**config.mk**
```make
export PLATFORM = sky130hd
export DESIGN_NAME = cosine_grating_pattern_generator
export DESIGN_NICKNAME = d
export VERILOG_FILES = /design/src/rtl/core/cgpg_pkg.sv /design/src/rtl/core/cgpg_cos_lut.sv /design/src/rtl/core/cosine_grating_pattern_generator.sv
export SDC_FILE = /design/constraint.sdc
export NUM_CORES = 1
export LEC_CHECK = 0
export BUFFER_PORTS_ARGS = -buffer_cell sky130_fd_sc_hd__buf_2
export CAP_MARGIN = 40
export CORE_UTILIZATION = 55
export CTS_BUF_LIST = sky130_fd_sc_hd__clkbuf_4 sky130_fd_sc_hd__clkbuf_8
export DETAILED_ROUTE_END_ITERATION = 8
export GPL_TIMING_DRIVEN = 1
export MAX_ROUTING_LAYER = met4
export PLACE_DENSITY = 0.76
export SYNTH_ARGS = -nofsm -noshare
export SYNTH_HDL_FRONTEND = slang
export SYNTH_SLANG_ARGS = --single-unit
```
**constraint.sdc**
```tcl
create_clock -name i_clk -period 5.2 [get_ports i_clk]
set_clock_uncertainty 0.2 [all_clocks]
set_input_delay 0.26 -clock i_clk [delete_from_list [all_inputs] [get_ports i_clk]]
set_output_delay 0.26 -clock i_clk [all_outputs]
set_load 0.03 [all_outputs]
```
**src/rtl/core/cgpg_pkg.sv**
```systemverilog
// ----------------------------------------------------------------------------
// cgpg_pkg
// Shared constants, register map and the quarter-wave |cos| table of the
// cosine grating pattern generator.
// ----------------------------------------------------------------------------
`default_nettype none

package cgpg_pkg;

    // Raster and phase geometry
    localparam int MAX_DIM     = 4096;
    localparam int DIM_W       = 13;                  // width of frame size registers
    localparam int CNT_W       = 12;                  // column / row counters
    localparam int PHASE_BITS  = 16;
    localparam int TABLE_DEPTH = 256;
    localparam int R_BITS      = $clog2(TABLE_DEPTH);
    localparam int PIX_W       = 8;

    // Configuration port
    localparam int CFG_DATA_W  = 32;
    localparam int CFG_ADDR_W  = 5;
    localparam int REG_IDX_W   = 3;

    localparam logic [REG_IDX_W-1:0] REG_MODE         = 3'd0;
    localparam logic [REG_IDX_W-1:0] REG_FRAME_WIDTH  = 3'd1;
    localparam logic [REG_IDX_W-1:0] REG_FRAME_HEIGHT = 3'd2;
    localparam logic [REG_IDX_W-1:0] REG_T1_STEP_X    = 3'd3;
    localparam logic [REG_IDX_W-1:0] REG_T1_STEP_Y    = 3'd4;
    localparam logic [REG_IDX_W-1:0] REG_T2_STEP_X    = 3'd5;
    localparam logic [REG_IDX_W-1:0] REG_T2_STEP_Y    = 3'd6;

    localparam logic [DIM_W-1:0] WIDTH_RESET  = 13'd640;
    localparam logic [DIM_W-1:0] HEIGHT_RESET = 13'd480;

    // Fixed-point cosine table construction (Q30)
    localparam longint unsigned Q30_ONE     = 64'd1073741824;
    localparam longint unsigned PI_HALF_Q30 = 64'd1686629713;
    localparam longint unsigned TAYLOR_DIV [7] = '{64'd2, 64'd12, 64'd30, 64'd56,
                                                   64'd90, 64'd132, 64'd182};

    typedef logic [PIX_W-1:0] t_cos_table [TABLE_DEPTH];

    // Horner-form Taylor series, every product truncated to Q30
    function automatic t_cos_table build_cos_table();
        t_cos_table      tbl;
        longint unsigned u;
        longint unsigned u2;
        longint unsigned t;
        longint unsigned d;
        for (int r = 0; r < TABLE_DEPTH; r++) begin
            u  = (PI_HALF_Q30 * longint'(r)) / TABLE_DEPTH;
            u2 = (u * u) >> 30;
            t  = Q30_ONE;
            for (int k = 7; k >= 1; k--) begin
                d = ((u2 * t) >> 30) / TAYLOR_DIV[k-1];
                t = (d >= Q30_ONE) ? 64'd0 : Q30_ONE - d;
            end
            tbl[r] = PIX_W'((64'd255 * t) >> 30);
        end
        return tbl;
    endfunction

    localparam t_cos_table COS_TABLE = build_cos_table();

endpackage

`default_nettype wire

```
**src/rtl/core/cgpg_cos_lut.sv**
```systemverilog
// ----------------------------------------------------------------------------
// cgpg_cos_lut
// Phase to floor(255*|cos|) through the quarter-wave table, folded by quadrant.
// ----------------------------------------------------------------------------
`default_nettype none

module cgpg_cos_lut (
    input  wire logic [cgpg_pkg::PHASE_BITS-1:0] i_phase,
    output logic      [cgpg_pkg::PIX_W-1:0]      o_mag
);

    localparam int QUAD_LSB = cgpg_pkg::PHASE_BITS - 2;
    localparam int R_MSB    = cgpg_pkg::PHASE_BITS - 3;
    localparam int RB       = cgpg_pkg::R_BITS;

    logic                          odd_quad;
    logic [cgpg_pkg::R_BITS-1:0]   r_idx;
    logic [cgpg_pkg::R_BITS-1:0]   mirror_idx;

    assign odd_quad   = i_phase[QUAD_LSB];
    assign r_idx      = i_phase[R_MSB -: cgpg_pkg::R_BITS];
    assign mirror_idx = RB'(cgpg_pkg::TABLE_DEPTH - int'(r_idx));

    // Odd quadrants read the table mirrored; their first point is a zero crossing
    always_comb begin
        if (!odd_quad) begin
            o_mag = cgpg_pkg::COS_TABLE[r_idx];
        end else if (r_idx == '0) begin
            o_mag = '0;
        end else begin
            o_mag = cgpg_pkg::COS_TABLE[mirror_idx];
        end
    end

endmodule

`default_nettype wire

```
**src/rtl/core/cosine_grating_pattern_generator.sv**
```systemverilog
// ----------------------------------------------------------------------------
// cosine_grating_pattern_generator
// Raster-scan cosine grating test pattern source, one pixel per item.
// ----------------------------------------------------------------------------
// Usage:
//   Slave stream: each accepted item requests one pixel; tdata bit 0 is
//   restart, which starts a new frame at pixel (0,0) with all phases zero.
//   Master stream: one item per request. tdata = {row, column, pixel},
//   tlast marks the last pixel of a row, tuser the last pixel of the frame.
//   APB port: seven registers at byte addresses 0x00..0x18 (mode, frame
//   width, frame height, term-one x/y step, term-two x/y step). pready is
//   always high; writes should land only while the stream is idle.
// Latency and throughput:
//   A pixel appears on the master side in the cycle after its request is
//   accepted. One item per cycle is sustained while the receiver keeps
//   tready high: the raster state, the two table lookups and the averaging
//   adder all complete between the state registers and the output register.
// Reset:
//   Synchronous, active low. Clears the raster counters and phases, empties
//   the output register and loads the register defaults (640x480, mode 0).
// Stall:
//   While a pixel is held with tready low, the output register keeps it and
//   the slave side stops accepting; the raster does not advance.
// ----------------------------------------------------------------------------
`default_nettype none

module cosine_grating_pattern_generator (
    input  wire logic                              i_clk,
    input  wire logic                              i_rst_n,
    // request stream
    input  wire logic                              i_s_tvalid,
    output logic                                   o_s_tready,
    input  wire logic [7:0]                        i_s_tdata,   // [0] restart
    // pixel stream
    output logic                                   o_m_tvalid,
    input  wire logic                              i_m_tready,
    output logic [31:0]                            o_m_tdata,   // [7:0] pixel,
                                                                // [19:8] column,
                                                                // [31:20] row
    output logic                                   o_m_tlast,   // end_of_line
    output logic                                   o_m_tuser,   // end_of_frame
    // configuration
    input  wire logic                              psel,
    input  wire logic                              penable,
    input  wire logic                              pwrite,
    input  wire logic [cgpg_pkg::CFG_ADDR_W-1:0]   paddr,
    input  wire logic [cgpg_pkg::CFG_DATA_W-1:0]   pwdata,
    output logic      [cgpg_pkg::CFG_DATA_W-1:0]   prdata,
    output logic                                   pready
);

    localparam int PB    = cgpg_pkg::PHASE_BITS;
    localparam int CW    = cgpg_pkg::CNT_W;
    localparam int DW    = cgpg_pkg::DIM_W;
    localparam int PW    = cgpg_pkg::PIX_W;
    localparam int DATAW = cgpg_pkg::CFG_DATA_W;

    // ------------------------------------------------------------------
    // Configuration registers
    // ------------------------------------------------------------------
    logic                               r_mode;
    logic [DW-1:0]                      r_frame_width;
    logic [DW-1:0]                      r_frame_height;
    logic [PB-1:0]                      r_t1_step_x;
    logic [PB-1:0]                      r_t1_step_y;
    logic [PB-1:0]                      r_t2_step_x;
    logic [PB-1:0]                      r_t2_step_y;

    logic                               cfg_wr;
    logic [cgpg_pkg::REG_IDX_W-1:0]     reg_idx;

    assign pready  = 1'b1;
    assign cfg_wr  = psel && penable && pwrite && pready;
    assign reg_idx = paddr[cgpg_pkg::CFG_ADDR_W-1:2];

    always_ff @(posedge i_clk) begin
        if (!i_rst_n) begin
            r_mode         <= 1'b0;
            r_frame_width  <= cgpg_pkg::WIDTH_RESET;
            r_frame_height <= cgpg_pkg::HEIGHT_RESET;
            r_t1_step_x    <= '0;
            r_t1_step_y    <= '0;
            r_t2_step_x    <= '0;
            r_t2_step_y    <= '0;
        end else if (cfg_wr) begin
            unique case (reg_idx)
                cgpg_pkg::REG_MODE:         r_mode         <= pwdata[0];
                cgpg_pkg::REG_FRAME_WIDTH:  r_frame_width  <= pwdata[DW-1:0];
                cgpg_pkg::REG_FRAME_HEIGHT: r_frame_height <= pwdata[DW-1:0];
                cgpg_pkg::REG_T1_STEP_X:    r_t1_step_x    <= pwdata[PB-1:0];
                cgpg_pkg::REG_T1_STEP_Y:    r_t1_step_y    <= pwdata[PB-1:0];
                cgpg_pkg::REG_T2_STEP_X:    r_t2_step_x    <= pwdata[PB-1:0];
                cgpg_pkg::REG_T2_STEP_Y:    r_t2_step_y    <= pwdata[PB-1:0];
                default: ;                  // drop writes to unmapped addresses
            endcase
        end
    end

    always_comb begin
        unique case (reg_idx)
            cgpg_pkg::REG_MODE:         prdata = DATAW'(r_mode);
            cgpg_pkg::REG_FRAME_WIDTH:  prdata = DATAW'(r_frame_width);
            cgpg_pkg::REG_FRAME_HEIGHT: prdata = DATAW'(r_frame_height);
            cgpg_pkg::REG_T1_STEP_X:    prdata = DATAW'(r_t1_step_x);
            cgpg_pkg::REG_T1_STEP_Y:    prdata = DATAW'(r_t1_step_y);
            cgpg_pkg::REG_T2_STEP_X:    prdata = DATAW'(r_t2_step_x);
            cgpg_pkg::REG_T2_STEP_Y:    prdata = DATAW'(r_t2_step_y);
            default:                    prdata = '0;
        endcase
    end

    // ------------------------------------------------------------------
    // Effective frame size: zero acts as one, oversize clamps to MAX_DIM
    // ------------------------------------------------------------------
    logic [CW-1:0] last_col;
    logic [CW-1:0] last_row;

    function automatic logic [CW-1:0] last_index(input logic [DW-1:0] dim);
        logic [CW-1:0] idx;
        if (dim == '0) begin
            idx = '0;
        end else if (dim > DW'(cgpg_pkg::MAX_DIM)) begin
            idx = CW'(cgpg_pkg::MAX_DIM - 1);
        end else begin
            idx = CW'(dim - DW'(1));
        end
        return idx;
    endfunction

    assign last_col = last_index(r_frame_width);
    assign last_row = last_index(r_frame_height);

    // ------------------------------------------------------------------
    // Raster state
    // ------------------------------------------------------------------
    logic [CW-1:0] r_col_count,   n_col_count;
    logic [CW-1:0] r_row_count,   n_row_count;
    logic [PB-1:0] r_row_phase1,  n_row_phase1;
    logic [PB-1:0] r_row_phase2,  n_row_phase2;
    logic [PB-1:0] r_pix_phase1,  n_pix_phase1;
    logic [PB-1:0] r_pix_phase2,  n_pix_phase2;

    logic          in_accept;
    logic          restart;
    logic [CW-1:0] cur_col;
    logic [CW-1:0] cur_row;
    logic [PB-1:0] cur_row_phase1;
    logic [PB-1:0] cur_row_phase2;
    logic [PB-1:0] cur_pix_phase1;
    logic [PB-1:0] cur_pix_phase2;
    logic          eol;
    logic          eof;

    logic          r_out_valid;

    assign o_s_tready = !r_out_valid || i_m_tready;
    assign in_accept  = i_s_tvalid && o_s_tready;
    assign restart    = i_s_tdata[0];

    // Restart clears the raster before this pixel is produced
    assign cur_col        = restart ? '0 : r_col_count;
    assign cur_row        = restart ? '0 : r_row_count;
    assign cur_row_phase1 = restart ? '0 : r_row_phase1;
    assign cur_row_phase2 = restart ? '0 : r_row_phase2;
    assign cur_pix_phase1 = restart ? '0 : r_pix_phase1;
    assign cur_pix_phase2 = restart ? '0 : r_pix_phase2;

    // A counter at or past the last index closes its line (or frame)
    assign eol = (cur_col >= last_col);
    assign eof = eol && (cur_row >= last_row);

    always_comb begin
        n_col_count  = cur_col;
        n_row_count  = cur_row;
        n_row_phase1 = cur_row_phase1;
        n_row_phase2 = cur_row_phase2;
        n_pix_phase1 = cur_pix_phase1;
        n_pix_phase2 = cur_pix_phase2;
        if (eof) begin
            n_col_count  = '0;
            n_row_count  = '0;
            n_row_phase1 = '0;
            n_row_phase2 = '0;
            n_pix_phase1 = '0;
            n_pix_phase2 = '0;
        end else if (eol) begin
            // advance the row phases and reload the pixel phases from them
            n_col_count  = '0;
            n_row_count  = cur_row + CW'(1);
            n_row_phase1 = PB'(cur_row_phase1 + r_t1_step_y);
            n_row_phase2 = PB'(cur_row_phase2 + r_t2_step_y);
            n_pix_phase1 = n_row_phase1;
            n_pix_phase2 = n_row_phase2;
        end else begin
            n_col_count  = cur_col + CW'(1);
            n_pix_phase1 = PB'(cur_pix_phase1 + r_t1_step_x);
            n_pix_phase2 = PB'(cur_pix_phase2 + r_t2_step_x);
        end
    end

    always_ff @(posedge i_clk) begin
        if (!i_rst_n) begin
            r_col_count  <= '0;
            r_row_count  <= '0;
            r_row_phase1 <= '0;
            r_row_phase2 <= '0;
            r_pix_phase1 <= '0;
            r_pix_phase2 <= '0;
        end else if (in_accept) begin
            r_col_count  <= n_col_count;
            r_row_count  <= n_row_count;
            r_row_phase1 <= n_row_phase1;
            r_row_phase2 <= n_row_phase2;
            r_pix_phase1 <= n_pix_phase1;
            r_pix_phase2 <= n_pix_phase2;
        end
    end

    // ------------------------------------------------------------------
    // Pixel value: one term, or the floored mean of two
    // ------------------------------------------------------------------
    logic [PW-1:0] mag1;
    logic [PW-1:0] mag2;
    logic [PW:0]   mag_sum;
    logic [PW-1:0] pixel;

    cgpg_cos_lut u_lut_term1 (
        .i_phase (cur_pix_phase1),
        .o_mag   (mag1)
    );

    cgpg_cos_lut u_lut_term2 (
        .i_phase (cur_pix_phase2),
        .o_mag   (mag2)
    );

    assign mag_sum = {1'b0, mag1} + {1'b0, mag2};
    assign pixel   = r_mode ? mag_sum[PW:1] : mag1;

    // ------------------------------------------------------------------
    // Output register
    // ------------------------------------------------------------------
    logic [PW-1:0] r_pixel;
    logic [CW-1:0] r_out_col;
    logic [CW-1:0] r_out_row;
    logic          r_out_eol;
    logic          r_out_eof;

    always_ff @(posedge i_clk) begin
        if (!i_rst_n) begin
            r_out_valid <= 1'b0;
        end else if (in_accept) begin
            r_out_valid <= 1'b1;
        end else if (i_m_tready) begin
            r_out_valid <= 1'b0;
        end
    end

    // hold the payload while the receiver stalls
    always_ff @(posedge i_clk) begin
        if (in_accept) begin
            r_pixel   <= pixel;
            r_out_col <= cur_col;
            r_out_row <= cur_row;
            r_out_eol <= eol;
            r_out_eof <= eof;
        end
    end

    assign o_m_tvalid = r_out_valid;
    assign o_m_tdata  = {r_out_row, r_out_col, r_pixel};
    assign o_m_tlast  = r_out_eol;
    assign o_m_tuser  = r_out_eof;

endmodule

`default_nettype wire

```
==> results of run 1 <==
==> worst paths after layout <==
kind | endpoint | from | slack, ns
setup / recovery | r_pix_phase2[5] | r_frame_height[4] | 0.19
hold / removal | r_frame_height[12] | penable | 0.1
setup reg to reg | r_pix_phase2[5] | r_frame_height[4] | 0.19
hold reg to reg | r_row_phase2[6] | r_row_phase2[6] | 0.27
==> metrics by stage <==
step / setup TNS (ns) / power (mW) / setup slack (ns)
3_5_place_dp: 0 / 2.11 / 0.0127
6_report: 0 / 3.87 / 0.193
5_1_grt: -0.0248 / 3.99 / -0.0174
3_3_place_gp: 0 / 2.11 / 0.0330
2_1_floorplan: 0 / 1.99 / 0.00374
4_1_cts: 0 / 3.88 / 0.0462
==> cell usage after synthesis (all sizes together), types with 42 or more instances <==
| cell | count |
|---|---|
| o21ai | 211 |
| ha | 129 |
| a21oi | 242 |
| xnor2 | 67 |
| dfxtp | 176 |
| nor3 | 69 |
| clkbuf | 160 |
| nor2b | 134 |
| nor2 | 211 |
| a22oi | 50 |
| a211oi | 51 |
| o211ai | 47 |
| inv | 66 |
| nand2 | 422 |
| nand3 | 64 |
| buf | 112 |
| a21boi | 102 |
| mux2i | 42 |
==> where the power goes <==
group	internal, mW	total, mW	switching (mW)	leakage, nW
clock network	0.991	1.77	0.777	0.443
logic	0.132	0.418	0.286	7.39
registers	1.67	1.69	0.0161	1.73
==> registers in the layout, indices dropped and copies added, names as in the netlist <==
name / count
r_col_count: 12
r_pix_phase2: 15
r_row_phase1: 15
r_row_count: 12
r_frame_height: 13
r_t1_step_y: 16
r_out_row: 12
r_pix_phase1: 15
r_mode: 1
r_frame_width: 13
r_out_col: 12
r_pixel: 8
o_m_tvalid: 1
o_m_tlast: 1
r_t1_step_x: 16
r_t2_step_x: 16
r_t2_step_y: 16
r_row_phase2: 15
o_m_tuser: 1
==> cell families (layout without fill, tap and decap cells) <==
logic type / Yosys count / after routing / share of synthesized area
AOI/OAI and AO/OA: 1057 / 1057 / 0.335
adders and majority gates: 138 / 138 / 0.0819
and+or+nand+nor: 1055 / 1055 / 0.231
xor gates and xnor gates: 97 / 97 / 0.0396
buffers and inverters: 346 / 483 / 0.0688
DFF: 210 / 210 / 0.212
muxes: 60 / 60 / 0.0312
other: 2 / 17 / 0.000350
==> layout make-up <==
type,instances,area (um2),area share
clock buffer,57,716,0.0293
sequential,210,4550,0.186
timing repair buffer,339,2540,0.104
clock inverter,13,130,0.00533
multi-input combinational,2424,15600,0.637
tap,511,639,0.0262
inverter,74,282,0.0115
==> what timing repair did <==
| item | 4_1_cts | 5_1_grt |
|---|---|---|
| endpoints found under the setup margin | 0 | 17 |
| buffers inserted | 0 | 10 |
| gates resized for setup | 0 | 27 |
| hold endpoints to repair | 92 | 0 |
| hold buffers | 22 | 0 |
==> routing by layer <==
layer,global-route usage,up-vias
met5,-,-
met3,0.0744,289
met1,0.527,11400
li1,-,11100
met4,0.187,0
met2,0.642,1444
==> worst reg2reg max path, stage by stage, from the launching register on <==
cell and delay, ns:
dfxtp_1 0.39, or4_1 0.55, nor4_1 0.21, buf_4 0.18, nand3_1 0.13, and2_1 0.24, o21a_1 0.20, ha_1 0.26
nand2b_1 0.14, a21o_1 0.18, a21o_1 0.18, a21o_1 0.17, a21o_1 0.17, a21o_1 0.17, a31oi_1 0.27, o21ai_2 0.17
buf_4 0.20, nor2_2 0.43, a221oi_1 0.22, nor3b_1 0.25
==> parameters.txt, run 1 <==
Parameter                              Value

Global route
  Initial antenna violation count ... 0
  Overall routing resource usage ... 0.415
  Largest net degree at the start of global routing ... 101
  Overflow left after global routing ... 0
  Wire length of the first global-routing pass ... 126 mm
  Vias in the first global route ... 22.7k

Pwr
  Maximum resistive drop on vdd ... 0.000259 V
  Leakage ... 9.57 nW
  Power density of the placed cells ... 159 nW/um2

Floorplan
  Die boundary width ... 199 um
  IO Count ... 121
  Core area ... 38000 um2
  Overall die area ... 39800 um2
  Row count ... 71
  Die extent in y ... 199 um
  Effective utilization at floorplan ... 0.564

Timing
  Part of the cycle the worst path needs ... 0.963
  Actual transition at the worst max-transition pin ... 0.896 ns
  # setup viols final ... 0
  Final min period ... 5.01 ns
  Worst hold margin ... 0.0985 ns
  Pins Over Slew Limit ... 0
  Max_slew headroom ... 0.403
  Max Freq ... 200 MHz
  Final number of hold-violating endpoints ... 0

Worst setup path
  Dominant cell type by count on the critical path ... a21o_1
  Required time at the endpoint of the critical path ... 5.49 ns
  Chain of cells forming the critical path ... or4_1, nor4_1, buf_4, nand3_1, and2_1, o21a_1, ha_1, nand2b_1, a21o_1, a21o_1, a21o_1, a21o_1, a21o_1, a31oi_1, o21ai_2, buf_4, nor2_2, a221oi_1, nor3b_1
  Cell depth of the worst setup path ... 19
  Kind of critical path ... reg -> reg
  Crit-path slowest cell ... or4_1
  Worst Reg2Reg Path Length in Cells ... 19
  Highest fanout seen on the critical path ... 7
  Worst path top cell family by delay ... simple AND/OR/NAND/NOR gates
  Crit path arrival time ... 5.30 ns
  CP startpoint kind ... flop
  Slowest cell delay on critical path ... 0.55 ns
  Buffer and inverter count on the worst path ... 2
  CP Capture Type ... flop

Clock network
  Total CTS buffers ... 39
  Number of sinks handled by clock tree synthesis ... 210
  Root buf cell ... clkbuf_8
  Clock tree from TritonCTS ... built
  Clock Latency Late Sink ... 0.60 ns
  Number of levels the H-tree was split into ... 2
  Clock edge transition at the registers on the reported setup and hold paths ... 0.06 ns
  Bufs on Longest Clock Path ... 3

Cells and area
  Share of cells above drive strength 1 ... 0.150
  Most common cell after layout, fill and taps aside ... nand2_1
  Post-route cell area ... 24400 um2
  Fraction of the core area covered by cells at the end of the flow ... 0.642
  ANT cells ... 0
  Fin nets ... 3274
  Synth-to-layout area growth ... 13.9%
  Final cell count without fillers ... 3628
  Fill cell count ... 3462
  Commonest cells after routing, fill and taps aside ... nand2_1 (420), a21oi_1 (240), buf_4 (228)

Routing
  Top routing layer in use ... met4
  WL final ... 81.4 mm
  Routed wl met2 ... 36.6 mm
  Detailed-route DRC error count ... 0
  1st-pass router iterations ... 8
  Routed vias/inst ... 6.67
  Detailed route wirelength on metal3 ... 7.95 mm
  Detailed-route wire length per cell ... 22.4 um
  Routed vias ... 24.2k
  Violation count after the first detailed-route iteration ... 2770
  Final ANT Viol Nets ... 0
  Wire length the detailed router placed on met1 ... 33.0 mm

Worst hold path
  Worst Hold Class ... in -> reg
  Number of stages on the worst hold path ... 6

Placed design
  Input/output buffers ... 78
  Dpl cell area ... 23200 um2
  Final estimated routing congestion in global placement ... 1.02
  Placed instance count ... 3526
  Placed wire-length estimate ... 59.3 mm

Synthesis
  Synthesis-stage register bit count ... 210
  Per-instance average area after synthesis ... 7.23 um2
  Most frequently used flop master after synthesis ... dfxtp_1
  Count of distinct cell types in the synthesized netlist ... 99
  Top cells by area, synth ... dfxtp_1 (16%), ha_1 (7.5%), nand2_1 (7.4%), a21oi_1 (5.6%), o21ai_0 (4.8%)
  Mapped cell area ... 21400 um2
  Number of flops mapped to enable cells by yosys ... 34
  Proportion of netlist area held by the largest area contributor ... 0.164
  Yosys warnings ... 0
  Yosys top cell by area ... dfxtp_1
  Gate Count Post-Synth ... 2965
  Async set-or-reset flop fraction in the synthesized netlist ... 0
  Sequential share of the synthesized area ... 0.212

Flow run
  Number of maximum-capacitance constraint violations ... 0

Run status
  Outcome ... complete, no violations
Power figures use the tool's default switching activity.
==> inputs of run 2 (changes only) <==
CORE_MARGIN = 3   (was not set)
SYNTH_HIERARCHICAL = 1   (was not set)
==> parameters.txt, run 2 <==
Parameter                              Value

Floorplan
  Die extent in y ... 205 um
  Die boundary width ... 205 um
  Row count ... 72
  Core area ... 38800 um2
  Overall die area ... 41800 um2
  IO Count ... 121
  Effective utilization at floorplan ... 0.558

Pwr
  Power density of the placed cells ... 172 nW/um2
  Leakage ... 9.37 nW
  Part of the total power dissipated in sequential elements ... 0.409
  Sw power ... 1.29 mW
  Maximum resistive drop on vdd ... 0.000203 V
  Clock share of power ... 0.394
  Combinational power share ... 0.197
  Sw Ratio ... 0.312
  Design Power ... 4.14 mW
  Total internal power ... 2.85 mW

Routing
  Detailed-route DRC error count ... 0
  1st-pass router iterations ... 6
  Detailed-route wire length per cell ... 21.8 um
  Violation count after the first detailed-route iteration ... 2619
  WL final ... 76.7 mm
  Final ANT Viol Nets ... 0
  Routed vias/inst ... 6.69
  Routed vias ... 23.6k

Worst setup path
  Crit path arrival time ... 5.17 ns
  Crit-path slowest cell ... or4_4
  Highest fanout seen on the critical path ... 26
  Required time at the endpoint of the critical path ... 5.44 ns
  Chain of cells forming the critical path ... inv_1, ha_1, nand2_1, or3_4, or4_4, or4_4, nand2b_2, a21oi_1, ha_1, a21oi_1, o21ai_0, o22ai_1, or2_4, clkinv_1, buf_4, a21o_1, nor3_1, a221o_1
  Kind of critical path ... reg -> reg
  CP startpoint kind ... flop
  CP Capture Type ... flop
  Slowest cell delay on critical path ... 0.48 ns

Synthesis
  Mapped cell area ... 21700 um2
  Gate Count Post-Synth ... 2928
  Yosys warnings ... 6
  Per-instance average area after synthesis ... 7.41 um2

Cells and area
  ANT cells ... 0
  Most common cell after layout, fill and taps aside ... nand2_1
  Share of cells above drive strength 1 ... 0.141
  Fill cell count ... 3530
  Register area ... 4540 um2
  Footprint of the multi-input gates ... 15900 um2
  Synth-to-layout area growth ... 11.2%
  Fin nets ... 3168
  Commonest cells after routing, fill and taps aside ... nand2_1 (402), o21ai_0 (216), a21oi_1 (205)

Clock network
  Number of sinks handled by clock tree synthesis ... 210
  Root buf cell ... clkbuf_8
  Number of levels the H-tree was split into ... 2
  Clock tree from TritonCTS ... built
  Clock Latency Late Sink ... 0.59 ns
  Bufs on Longest Clock Path ... 3
  Total CTS buffers ... 38
  Clock edge transition at the registers on the reported setup and hold paths ... 0.06 ns

Timing
  # setup viols final ... 0
  Unrepaired setup endpoints after global routing ... no
  Final number of hold-violating endpoints ... 0
  Max_slew headroom ... 0.380
  Max Freq ... 203 MHz
  Pins Over Slew Limit ... 0
  Actual transition at the worst max-transition pin ... 0.927 ns
  Sum Neg Setup Slack ... 0 ns
  Final min period ... 4.92 ns
  Part of the cycle the worst path needs ... 0.946

Placed design
  Placed wire-length estimate ... 54.7 mm
  Input/output buffers ... 78
  Final estimated routing congestion in global placement ... 1.02

Global route
  Initial antenna violation count ... 0
  Overall routing resource usage ... 0.362
  Wire length of the first global-routing pass ... 120 mm
  Largest net degree at the start of global routing ... 112
  Vias in the first global route ... 21.8k
  Overflow left after global routing ... 0

Worst hold path
  Worst Hold Class ... in -> reg

Run status
  Outcome ... complete, no violations

Flow run
  Number of maximum-capacitance constraint violations ... 0
run 2: critical path, delay by kind of cell (launching register included):
| family | cells | cell delay, ns |
|---|---|---|
| buffers and inverters | 3 | 0.51 |
| AO/OA/AOI/OAI | 6 | 1.26 |
| AND/OR/NAND/NOR | 7 | 2.09 |
| adder cells (fa/ha/maj) | 2 | 0.38 |
| flip-flops | 1 | 0.34 |
run 2: final cells by class:
type,count,share of cell area
multi-input cells,2401,0.660
flip-flops and latches,210,0.188
repair buffers,266,0.0828
clock buffers,57,0.0294
well taps,518,0.0269
inverters,61,0.00975
clock inverters,10,0.00301
run 2: power groups by stage:
stage          registers [mW]  clock network, mW  logic [mW]
4_1_cts                  1.69               1.65       0.785
3_3_place_gp             1.73                  0       0.763
3_5_place_dp             1.73                  0       0.770
2_1_floorplan            1.75                  0       0.523
6_report                 1.69               1.63       0.814
5_1_grt                  1.69               1.73       0.868
run 2: path summary, 6_finish.rpt:
kind | startpoint | end | slack (ns) | cells past startpoint
setup / recovery | r_frame_width[0] | r_pix_phase1[10] | 0.28 | 18
hold / removal | pwrite | r_frame_height[11] | 0.1 | 6
setup reg to reg | r_frame_width[0] | r_pix_phase1[10] | 0.28 | 18
hold reg to reg | r_pix_phase2[11] | r_pix_phase2[11] | 0.26 | 2
run 2: metrics by stage:
step | setup WS [ns] | util | instance area (um2) | std cells | hold WS (ns)
after floorplan | 0.00770 | - | 21900 | 2943 | 0.184
final | 0.279 | 0.621 | 24100 | 3523 | 0.0985
after global routing | 0.00104 | 0.621 | 24100 | 3523 | 0.126
after CTS | 0.0456 | 0.618 | 24000 | 3519 | 0.0634
after detailed placement | -0.0327 | 0.592 | 23000 | 3430 | 0.253
after global placement | 0.149 | 0.591 | 22900 | 3427 | 0.245
run 2: repair_timing:
action,in CTS,in global routing
endpoints found under the hold margin,119,0
pin swaps,0,3
buffers inserted,0,3
hold buffers,22,0
setup endpoints to repair,11,55
gates cloned,0,1
gates resized for setup,2,18
run 2: per-layer routing:
metal,share of wire,vias to the layer above,global-route usage
met1,0.40,11100,0.458
met3,0.087,269,0.0504
met4,0.051,0,0.160
met5,0,-,-
met2,0.46,1388,0.577
li1,-,10900,-
